==> src/sv/memb_pkg.sv <==
// shared types and constants for the multi-endpoint mailbox
package memb_pkg;

   localparam int EP_BITS   = 8;
   localparam int DATA_BITS = 32;
   localparam int PEND_BITS = 5;
   localparam int CFG_BITS  = 5;
   // the active count register is 5 bits wide, so no id above this can ever be live
   localparam int EP_LIMIT  = 31;

   typedef enum logic [0:0] {
      FUNC_SEND = 1'b0,
      FUNC_RECV = 1'b1
   } func_type;

   typedef enum logic [1:0] {
      ST_OK      = 2'd0,
      ST_INVALID = 2'd1,
      ST_FULL    = 2'd2,
      ST_EMPTY   = 2'd3
   } status_type;

   typedef struct packed {
      logic load;
      logic exec;
      logic fetch;
   } cmd_type;

endpackage

==> src/sv/memb_ctrl.sv <==
// controller state machine: accept, execute, fetch read data, present result
module memb_ctrl (
   input  logic               clock,
   input  logic               reset,
   input  logic               req_tvalid,
   output logic               req_tready,
   output logic               rsp_tvalid,
   input  logic               rsp_tready,
   output memb_pkg::cmd_type  cmd
);

   typedef enum logic [3:0] {
      S_IDLE  = 4'b0001,
      S_EXEC  = 4'b0010,
      S_FETCH = 4'b0100,
      S_SEND  = 4'b1000
   } state_type;

   state_type state_ff, state_in;

   always_comb begin
      state_in = state_ff;
      unique case (state_ff)
         S_IDLE: begin
            if (req_tvalid) state_in = S_EXEC;
         end
         S_EXEC:  state_in = S_FETCH;
         S_FETCH: state_in = S_SEND;
         S_SEND: begin
            if (rsp_tready) state_in = S_IDLE;
         end
         default: state_in = S_IDLE;
      endcase
   end

   always_ff @(posedge clock) begin
      if (reset) begin
         state_ff <= S_IDLE;
      end else begin
         state_ff <= state_in;
      end
   end

   assign req_tready = (state_ff == S_IDLE);
   assign rsp_tvalid = (state_ff == S_SEND);
   assign cmd.load   = (state_ff == S_IDLE) && req_tvalid;
   assign cmd.exec   = (state_ff == S_EXEC);
   assign cmd.fetch  = (state_ff == S_FETCH);

endmodule

==> config.mk <==
export PLATFORM = sky130hd
export DESIGN_NAME = memb_ctrl
export DESIGN_NICKNAME = d
export VERILOG_FILES = /design/src/sv/memb_pkg.sv /design/src/sv/memb_ctrl.sv
export SDC_FILE = /design/constraint.sdc
export NUM_CORES = 1
export LEC_CHECK = 0
export BUFFER_PORTS_ARGS = -buffer_cell sky130_fd_sc_hd__buf_2
export CORE_AREA = 2 2 39 41
export CTS_BUF_LIST = sky130_fd_sc_hd__clkbuf_8
export DETAILED_ROUTE_END_ITERATION = 6
export DIE_AREA = 0 0 41 43
export PLACE_DENSITY = 0.36
export SLEW_MARGIN = 20
export SYNTH_ARGS = -nofsm -noshare
export SYNTH_HDL_FRONTEND = slang
export SYNTH_SLANG_ARGS = --single-unit
export TNS_END_PERCENT = 30
==> constraint.sdc <==
create_clock -name clock -period 2.5 [get_ports clock]
set_clock_uncertainty 0.15 [all_clocks]
set_input_delay 0.5 -clock clock [delete_from_list [all_inputs] [get_ports clock]]
set_output_delay 0.5 -clock clock [all_outputs]
set_load 0.01 [all_outputs]
==> summary.log <==
qor: clock_tree.cts-buffers-inserted 3
qor: cells_and_area.largest_reg_flops 4
qor: yosys.ys_types 17
qor: cells_and_area.drive_above_1_share 43.8%
qor: worst_setup_path.criticalPathCategory reg -> out
qor: route.wl_per_cell 9.67 um
qor: cells_and_area.area_growth 31.3%
qor: worst_setup_path.critical_path_data_arrival_time 1.25 ns
qor: timing.worst_slack 0.596 ns
qor: cells_and_area.top_register state_ff
qor: global_routing.grtUsageTotal 7.04%
qor: place.place.gp.congestion 0.743
qor: cells_and_area.final_cell_area 315 um2
qor: clock_tree.path_clk_slew 0.03 ns
qor: timing.timing_max_transition_violations_final 0
qor: yosys.synth-seq-area-share 33.3%
qor: worst_setup_path.timing.critical_path.required 1.85 ns
qor: clock_tree.cts.path.max_buffers 2
qor: clock_tree.cts_hold_buffers 0
qor: place.placed_cells_incl_taps 45
qor: timing.final.min_clock_period 1.90 ns
qor: timing.timing.final.setup_violations 0
qor: cells_and_area.num_antenna_cells 0
qor: cells_and_area.mostFrequentLayoutCell buf_2
qor: clock_tree.cts_tree built
qor: global_routing.gr_overflow_total 0
qor: floorplan.placeableCoreArea 0.00138 mm2
qor: run_status.outcome finished, final reports clean
qor: global_routing.grt_pass1_vias 198
qor: flow_run.cap_viol_max_count 0
qor: cells_and_area.final.fill_count 152
qor: pwr.power_per_cell_area 804 mW/mm2
qor: yosys.yosysWarnings 0
qor: route.postRouteAntennaNets 0
qor: floorplan.initial_core_util 17.4%
qor: place.dp.final_hpwl 371 um
qor: place.placement.cell_area 274 um2
qor: cells_and_area.finalNonFillerCells 48
qor: global_routing.initial_antenna_violation_count 0
qor: global_routing.first_pass_grt_wire_length 765 um
qor: timing.final-hold-violation-count 0
qor: floorplan.die_height 43 um
qor: worst_setup_path.regToRegSetupSlack 1.26 ns
qor: clock_tree.worst_skew_pair.late_latency 0.22 ns
qor: worst_setup_path.crit_fanout 7
qor: timing.finalHoldWorstSlack 0.352 ns
qor: yosys.syn_nets 28
qor: route.wl 464 um
qor: route.detailedRoute.firstIterationViolations 2
qor: yosys.synthesized_netlist_cell_count 24
qor: cells_and_area.final_nets 38
qor: hold_path.kind_of_path_behind_the_tightest_hold_check in -> reg
qor: yosys.postSynthAreaPerCell 10.0 um2
qor: timing.grt_setup_unrepaired no
qor: place.placement.setup.worst_slack 0.787 ns
qor: cells_and_area.reg_top3 state_ff (4)
qor: yosys.ys_ff_latch 4
qor: clock_tree.clock_sink_count 4
qor: place.placement.io_buffers 8
qor: pwr.design_power_total 0.254 mW
qor: route.avgViaCountPerCell 4.10
qor: route.post-route-drc-count 0
qor: timing.fin_setup_tns 0 ns
qor: worst_setup_path.setup.worst_path.start_class flop
qor: floorplan.rows 14
qor: timing.max-slew-margin-rel 77.9%
qor: floorplan.die_area 0.00176 mm2
qor: global_routing.grt_max_degree 8
qor: clock_tree.ctsResizeCount 0
qor: pwr.cellLeakagePower 0.137 nW
qor: cells_and_area.layout.cells.most_common_list 8 x buf_2, 4 x dfxtp_1, 3 x nor3_1, 3 x clkbuf_8, 2 x nand2b_1
qor: clock_tree.clock_tree.htree_level_count 1
qor: pwr.maximum_resistive_drop_on_vdd 0.252 mV
qor: timing.timing.final.crit_share 76.2%
qor: yosys.synthesis.area 240 um2
qor: timing.fmax 525 MHz
qor: route.via_count 197
qor: floorplan.chipWidth 41 um
qor: cells_and_area.utilization 22.8%
qor: route.drt_first_pass_iters 3
qor: timing.transition_time_of_the_tightest_slew_check_pin 0.326 ns
qor: floorplan.boundaryPins 9
qor: clock_tree.cts.root.buffer_cell clkbuf_8
qor: clock_tree.postCtsSetupBuffers 0
qor: worst_setup_path.critical_path.endpoint_type primary output
-- power breakdown --
group | internal (mW) | switching (mW)
Combinational | 0.0215 | 0.0144
Clock | 0.103 | 0.0362
Sequential | 0.0688 | 0.00984
Total | 0.193 | 0.0604
-- synthesized netlist by cell type --
cell      number  share of area, %
nor3_1         3               6.2
and2_4         1               3.6
o31ai_1        1               3.1
nand2b_1       2               5.2
xnor2_1        1               3.6
nor4b_1        1               3.6
and2b_1        1               3.1
nor4_1         1               2.6
buf_4          2               6.2
buf_6          1               4.7
nor4b_2        1               6.2
o21ai_1        1               2.1
nor4b_4        1               9.9
inv_1          1               1.6
a21oi_1        1               2.1
nor2b_1        1               2.6
dfxtp_1        4                33
-- layer usage --
metal,vias up,global-route usage [%],share of wire (%)
met5,-,0,0
met1,91,7.12,44
met4,0,8.00,3.2
li1,100,-,-
met3,2,3.14,3.2
met2,4,9.38,50
-- area by class of cell --
cell class / count / area (um2) / area share (%)
multi-input combinational: 16 / 130 / 41.3
sequential: 4 / 80.1 / 25.4
clock buffer: 3 / 41.3 / 13.1
timing repair buffer: 8 / 40.0 / 12.7
tap: 16 / 20.0 / 6.35
inverter: 1 / 3.75 / 1.19
-- logic make-up (layout without fill, tap and decap cells) --
kind of cell	count (synthesis)	count (layout)	share of synthesized area, %
AO/OA/AOI/OAI	3	3	7.29
XOR/XNOR	1	1	3.65
buffers and inverters	4	12	12.5
flip-flops	4	4	33.3
AND/OR/NAND/NOR	12	12	43.2
-- worst max-delay path, stage by stage (launching register included) --
cell and delay [ns]:
dfxtp_1 0.46, nor4b_4 0.28, and2_4 0.18, buf_2 0.12
-- final timing paths --
check | cells after the start | startpoint | endpoint
max | 3 | state_ff[0] | cmd[2]
min | 2 | reset | state_ff[2]
max reg2reg | 3 | state_ff[0] | state_ff[1]
min reg2reg | 1 | state_ff[0] | state_ff[3]
Note: power is estimated with default switching activity, not from simulation.
